<file path="src/design/gcl_pkg.sv">
// Package for the gcd/lcm unit: request and response word types, controller states,
// and the command and status structs between controller and datapath.
// No dependencies.
package gcl_pkg;

   // Request word: the two unsigned operands.
   typedef struct packed {
      logic [31:0] operand_a;
      logic [31:0] operand_b;
   } req_word_type;

   // Response word: greatest common divisor and least common multiple.
   typedef struct packed {
      logic [31:0] gcd_value;
      logic [63:0] lcm_value;
   } rsp_word_type;

   // Controller states.
   typedef enum logic [2:0] {
      ST_IDLE,
      ST_TEST,
      ST_REM_DIV,
      ST_STEP,
      ST_QUO_DIV,
      ST_MULT,
      ST_DONE
   } state_type;

   // Commands from the controller to the datapath.
   typedef struct packed {
      logic load;          // capture operands, clear the lcm
      logic div_load;      // start a division
      logic div_sel_final; // divide operand a by the gcd instead of x by y
      logic div_step;      // one restoring division step
      logic euclid_update; // (x, y) becomes (y, x mod y)
      logic mult;          // lcm = quotient times operand b
   } cmd_type;

   // Status from the datapath to the controller.
   typedef struct packed {
      logic y_zero;   // Euclid loop has finished
      logic ops_zero; // one of the operands is zero
      logic div_last; // the current division step is the last one
   } status_type;

endpackage

</file>
<file path="src/design/gcl_top.sv">
// Greatest common divisor and least common multiple of two unsigned operands.
// When both operands are non-zero, k Euclid remainder divisions are followed by a final
// division of operand a by the gcd and the multiply; when only the first is zero there is one
// remainder division, and none when the second is zero; every division takes one quotient bit a cycle.
// One word at a time: the next word is taken in the cycle after the strobe.
// Synchronous reset returns the controller to idle; uses gcl_pkg, gcl_ctrl, gcl_datapath.
module gcd_lcm_unit_core #(
   parameter int OPERAND_WIDTH = 32
) (
   input  logic                  clock,
   input  logic                  reset,
   input  logic                  start,
   output logic                  busy,
   input  gcl_pkg::req_word_type req_word,
   output logic                  rsp_valid,
   output gcl_pkg::rsp_word_type rsp_word
);
   import gcl_pkg::*;

   cmd_type    cmd;
   status_type status;

   // Controller.
   gcl_ctrl u_ctrl (
      .clock     (clock),
      .reset     (reset),
      .start     (start),
      .status    (status),
      .cmd       (cmd),
      .busy      (busy),
      .rsp_valid (rsp_valid)
   );

   // Datapath.
   gcl_datapath #(
      .OPERAND_WIDTH (OPERAND_WIDTH)
   ) u_datapath (
      .clock    (clock),
      .req_word (req_word),
      .cmd      (cmd),
      .status   (status),
      .rsp_word (rsp_word)
   );

   // The result strobe lasts a single cycle.
   a_strobe_single: assert property (@(posedge clock) disable iff (reset)
      rsp_valid |=> !rsp_valid)
      else $error("result strobe held for more than one cycle");

   // An accepted word makes the unit busy in the next cycle.
   a_accept_busy: assert property (@(posedge clock) disable iff (reset)
      (start && !busy) |=> busy)
      else $error("unit not busy after accepting a word");

   // A result appears only while a word is in progress.
   a_strobe_busy: assert property (@(posedge clock) disable iff (reset)
      rsp_valid |-> busy)
      else $error("result strobe while idle");

   // A non-zero lcm comes only with a non-zero gcd.
   a_lcm_gcd: assert property (@(posedge clock) disable iff (reset)
      (rsp_valid && (rsp_word.lcm_value != '0)) |-> (rsp_word.gcd_value != '0))
      else $error("non-zero lcm with zero gcd");

endmodule

</file>
<file path="src/design/gcl_ctrl.sv">
// Controller state machine of the gcd/lcm unit.
// Sequences the Euclid remainder loop, the final division and the multiply.
// Depends on gcl_pkg.
module gcl_ctrl (
   input  logic                clock,
   input  logic                reset,
   input  logic                start,
   input  gcl_pkg::status_type status,
   output gcl_pkg::cmd_type    cmd,
   output logic                busy,
   output logic                rsp_valid
);
   import gcl_pkg::*;

   state_type state_ff;
   state_type state_in;

   // State register.
   always_ff @(posedge clock) begin
      if (reset) begin
         state_ff <= ST_IDLE;
      end else begin
         state_ff <= state_in;
      end
   end

   // Next state.
   always_comb begin
      state_in = state_ff;
      case (state_ff)
         ST_IDLE: begin
            if (start) state_in = ST_TEST;
         end
         ST_TEST: begin
            if (!status.y_zero) begin
               state_in = ST_REM_DIV;
            end else if (status.ops_zero) begin
               state_in = ST_DONE;
            end else begin
               state_in = ST_QUO_DIV;
            end
         end
         ST_REM_DIV: begin
            if (status.div_last) state_in = ST_STEP;
         end
         ST_STEP: begin
            state_in = ST_TEST;
         end
         ST_QUO_DIV: begin
            if (status.div_last) state_in = ST_MULT;
         end
         ST_MULT: begin
            state_in = ST_DONE;
         end
         ST_DONE: begin
            state_in = ST_IDLE;
         end
         default: begin
            state_in = ST_IDLE;
         end
      endcase
   end

   // Outputs and datapath commands.
   always_comb begin
      cmd       = '0;
      busy      = 1'b1;
      rsp_valid = 1'b0;
      case (state_ff)
         ST_IDLE: begin
            busy     = 1'b0;
            cmd.load = start;
         end
         ST_TEST: begin
            if (!status.y_zero) begin
               cmd.div_load = 1'b1;
            end else if (!status.ops_zero) begin
               cmd.div_load      = 1'b1;
               cmd.div_sel_final = 1'b1;
            end
         end
         ST_REM_DIV, ST_QUO_DIV: begin
            cmd.div_step = 1'b1;
         end
         ST_STEP: begin
            cmd.euclid_update = 1'b1;
         end
         ST_MULT: begin
            cmd.mult = 1'b1;
         end
         ST_DONE: begin
            rsp_valid = 1'b1;
         end
         default: begin
            busy = 1'b1;
         end
      endcase
   end

endmodule

</file>
<file path="src/design/gcl_datapath.sv">
// Datapath of the gcd/lcm unit: operand and Euclid registers, a shared
// radix-2 restoring divider and the lcm multiplier.
// Depends on gcl_pkg.
module gcl_datapath #(
   parameter int OPERAND_WIDTH = 32
) (
   input  logic                  clock,
   input  gcl_pkg::req_word_type req_word,
   input  gcl_pkg::cmd_type      cmd,
   output gcl_pkg::status_type   status,
   output gcl_pkg::rsp_word_type rsp_word
);
   import gcl_pkg::*;

   localparam int W     = OPERAND_WIDTH;
   localparam int CNT_W = $clog2(W);
   localparam logic [CNT_W-1:0] CNT_LAST = CNT_W'(W - 1);

   logic [W-1:0]     a_ff, b_ff, x_ff, y_ff;
   logic [W-1:0]     divisor_ff;
   logic [2*W-1:0]   rq_ff;
   logic [CNT_W-1:0] cnt_ff;
   logic [2*W-1:0]   lcm_ff;

   logic [W:0]       trial;
   logic [2*W-1:0]   rq_in;
   logic [W-1:0]     remainder;
   logic [W-1:0]     quotient;

   assign remainder = rq_ff[2*W-1:W];
   assign quotient  = rq_ff[W-1:0];

   // One restoring step: shift in the next dividend bit and try the subtraction.
   always_comb begin
      trial = rq_ff[2*W-1:W-1] - {1'b0, divisor_ff};
      if (!trial[W]) begin
         rq_in = {trial[W-1:0], rq_ff[W-2:0], 1'b1};
      end else begin
         rq_in = {rq_ff[2*W-2:0], 1'b0};
      end
   end

   // Operand and Euclid registers.
   always_ff @(posedge clock) begin
      if (cmd.load) begin
         a_ff <= req_word.operand_a[W-1:0];
         b_ff <= req_word.operand_b[W-1:0];
         x_ff <= req_word.operand_a[W-1:0];
         y_ff <= req_word.operand_b[W-1:0];
      end else if (cmd.euclid_update) begin
         x_ff <= y_ff;
         y_ff <= remainder;
      end
   end

   // Shared divider: remainder in the upper half, dividend turning into quotient below.
   always_ff @(posedge clock) begin
      if (cmd.div_load) begin
         cnt_ff <= '0;
         if (cmd.div_sel_final) begin
            rq_ff      <= {{W{1'b0}}, a_ff};
            divisor_ff <= x_ff;
         end else begin
            rq_ff      <= {{W{1'b0}}, x_ff};
            divisor_ff <= y_ff;
         end
      end else if (cmd.div_step) begin
         rq_ff  <= rq_in;
         cnt_ff <= cnt_ff + 1'b1;
      end
   end

   // Least common multiple: (a / gcd) times b, cleared for each new word.
   always_ff @(posedge clock) begin
      if (cmd.load) begin
         lcm_ff <= '0;
      end else if (cmd.mult) begin
         lcm_ff <= (2*W)'(quotient) * (2*W)'(b_ff);
      end
   end

   assign status.y_zero   = (y_ff == '0);
   assign status.ops_zero = (a_ff == '0) || (b_ff == '0);
   assign status.div_last = (cnt_ff == CNT_LAST);

   assign rsp_word.gcd_value = 32'(x_ff);
   assign rsp_word.lcm_value = 64'(lcm_ff);

endmodule
</file>
<file path="config.mk">
export PLATFORM = sky130hd
export DESIGN_NAME = gcd_lcm_unit_core
export DESIGN_NICKNAME = d
export VERILOG_FILES = /design/src/design/gcl_pkg.sv /design/src/design/gcl_top.sv /design/src/design/gcl_ctrl.sv /design/src/design/gcl_datapath.sv
export SDC_FILE = /design/constraint.sdc
export NUM_CORES = 2
export LEC_CHECK = 0
export ABC_CLOCK_PERIOD_IN_PS = 9950
export BUFFER_PORTS_ARGS = -buffer_cell sky130_fd_sc_hd__buf_2
export CAP_MARGIN = 25
export CORE_ASPECT_RATIO = 2
export CORE_MARGIN = 3
export CORE_UTILIZATION = 50
export CTS_CLUSTER_DIAMETER = 100
export DETAILED_ROUTE_END_ITERATION = 12
export GPL_TIMING_DRIVEN = 0
export PLACE_DENSITY = 0.69
export RECOVER_POWER = 50
export SYNTH_ARGS = -nofsm -noshare
export SYNTH_HDL_FRONTEND = slang
export SYNTH_SLANG_ARGS = --single-unit
</file>
<file path="constraint.sdc">
create_clock -name clock -period 9.95 [get_ports clock]
set_input_delay 1.99 -clock clock [delete_from_list [all_inputs] [get_ports clock]]
set_output_delay 1.99 -clock clock [all_outputs]
set_load 0.05 [all_outputs]
</file>
==> impl_metrics.ini <==
[final_layout]
fin_nets = 6531
drive_gt1_share_pct = 2.78
stdcell_area_mm2 = 0.0510
layout_common_cells = inv_1 (922), fa_1 (897), nand2_1 (794)
final_cells = 6515
layout_commonest_cell = inv_1
area_delta_synth_final_pct = 8.33

[cts]
cts.sinks = 296
cts_root_buf = clkbuf_16
h-tree-depth = 1
cts_setup_buffers = 0
cts_hold_buf = 0
cts_buffer_depth = 3
cts_buffers = 29
clk_pin_slew_ps = 70
worstSkewPairLatency_ps = 690
cts_tree = yes

[yosys]
synthesis.nets = 6283
synth_seq_cells = 296
async_flop_share_pct = 0
yosysTopAreaCell = fa_1
synth_ff_type = edfxtp_1
synth.area.top_cells = fa_1 (38%), edfxtp_1 (14%), and2_1 (8.0%)
synth_cell_types = 77
synth_area_mm2 = 0.0471
synth_edf_count = 224
syn_inst = 5022
yosys_warnings = 0
synth_top_area_share_pct = 38.2
avgSynthCellArea_um2 = 9.37
yosysSeqAreaShare_pct = 17.4

[global_route]
grt_pass1_vias = 41500
grt_overflow = 0
antenna_found_initial = 23
grt_start_max_net_pins = 56
grt_use_total_pct = 44.7
grt_pass1_wl_um = 301000

[placement]
gp_congestion = 1.10
dp.cells = 6419
io_buffers = 164
hpwl_um = 178000
place_area_mm2 = 0.0500

[setup_path]
path_class = reg -> reg
critPathArrivalTime_ps = 10380
crit_top_cell = fa_1
slowest_stage = fa_1
critPathLaunch = u_datapath.b_ff[4]
crit_fanout = 10
required_ps = 10520
cp-start-kind = flop
rr_startpoint = u_datapath.b_ff[4]
endpoint_kind = flop
crit_family = adder cells
cp_slowest_stage_delay_ps = 1040
cp_cell_sequence = clkbuf_1, and2_1, fa_1, inv_1, fa_1, fa_1, fa_1, inv_1, fa_1, fa_1, fa_1, fa_1, ha_1, nand2_1, or4_1, a2111o_1, a311oi_1, a21oi_1, xor2_1, o21ai_1
crit_buf_inv = 3

[detailed_routing]
drcViolationCount = 0
wl_per_cell_um = 33.3
vias = 39000
viasPerCell = 5.99
dr.pass1.iters = 7
drt-initial-drc-count = 3121
ant_nets = 0
drt_wl_total_um = 217000

[sta]
hold_viol_final = 0
slew_violations = 97
worstMarginPinSlew_ps = 2390
skew_ps = 34.7
post-route-min-period_ps = 9810
grt_setup_unrepaired = false
tns_ps = 0
relSlewSlack_pct = -61.1
finalSetupViolations = 0
max_freq_ghz = 0.102
finalCritPeriodShare_pct = 98.6

[status]
outcome = finished, violations left
violations = capacitance limit, slew limit

[floorplan]
rows = 158
die_area_mm2 = 0.0981
start_util_pct = 50.6
dieWidth_um = 223
die_y_um = 440
io_pins = 165
core_mm2 = 0.0931

[flow_run]
drv_cap = 6

[min_path]
holdCritStartpoint = u_datapath.lcm_ff[24]
hold_class = reg -> reg
-- worst reg2reg max path: cells and delay by family (launching register included) --
family	cells	cell delay (ps)
AO/OA/AOI/OAI	4	1360
XOR/XNOR	1	180
adder cells (fa/ha/maj)	9	5350
buffers and inverters	3	880
flip-flops	1	850
AND/OR/NAND/NOR	3	1100
-- cell type report --
class	instances	area, µm²
Inverter	922	3460
Timing Repair Buffer	217	1400
Clock inverter	18	214
Tap cell	1200	1500
Buffer	275	1060
Clock buffer	36	752
Antenna cell	22	55.1
Sequential cell	296	8170
Fill cell	8829	42100
Multi-Input combinational cell	3529	34400
-- kinds of logic after synthesis --
logic type / after synthesis / synth area share, %
AO/OA/AOI/OAI: 453 / 6.06
flip-flops: 296 / 17.4
adder cells (fa/ha/maj): 1194 / 46.0
AND/OR/NAND/NOR: 1734 / 18.0
XOR/XNOR: 77 / 1.43
buffers and inverters: 1197 / 9.61
multiplexers: 71 / 1.51
-- layer usage --
layer	share of wire, %	global-route usage [%]
met3	7.5	10.5
met1	29	42.2
met2	48	74.2
met4	15	51.4
met5	0	0
-- synth_stat cells (all sizes together), types with 7 or more instances --
master	n
inv	922
fa	897
nand2	794
and2	600
ha	297
clkbuf	249
edfxtp	224
a21oi	175
nor2	153
o21ai	92
dfxtp	72
mux2i	70
a21o	56
xnor2	51
nand4	30
nor4	30
buf	26
xor2	26
nand3	25
nor3	25
a211oi	18
o21bai	18
o21a	17
nand2b	15
and3	13
or3	12
a31oi	11
nor2b	11
o211ai	10
o31ai	7
-- final timing paths --
check                                to  slack [ps]  cells past startpoint
hold / removal    u_datapath.lcm_ff[24]         460                      2
setup reg to reg  u_datapath.lcm_ff[60]         140                     20
hold reg to reg   u_datapath.lcm_ff[24]         460                      2
setup / recovery  u_datapath.lcm_ff[60]         140                     20
-- flip-flops by register name, indices dropped and copies added, names as in the netlist --
signal                 cells
u_datapath.a_ff           32
u_ctrl.state_ff            3
u_datapath.divisor_ff     32
u_datapath.y_ff           32
u_datapath.x_ff           32
u_datapath.lcm_ff         64
u_datapath.rq_ff          64
u_datapath.b_ff           32
u_datapath.cnt_ff          5
-- through the flow --
stage	hold slack [ps]	worst slack (ps)	util (%)
global route	471	43.9	54.7
global placement	432	303	53.0
detailed placement	439	362	53.7
floorplan	467	2740	-
finish	455	141	54.8
CTS	452	351	54.7
-- repair_timing --
item,CTS,global route
hold endpoints to repair,0,0
setup endpoints to repair,0,5
resized for setup,0,6
Power is left out: the tool's default activity adds up to more than one toggle a clock period on the data nets, which glitch-free logic cannot reach.
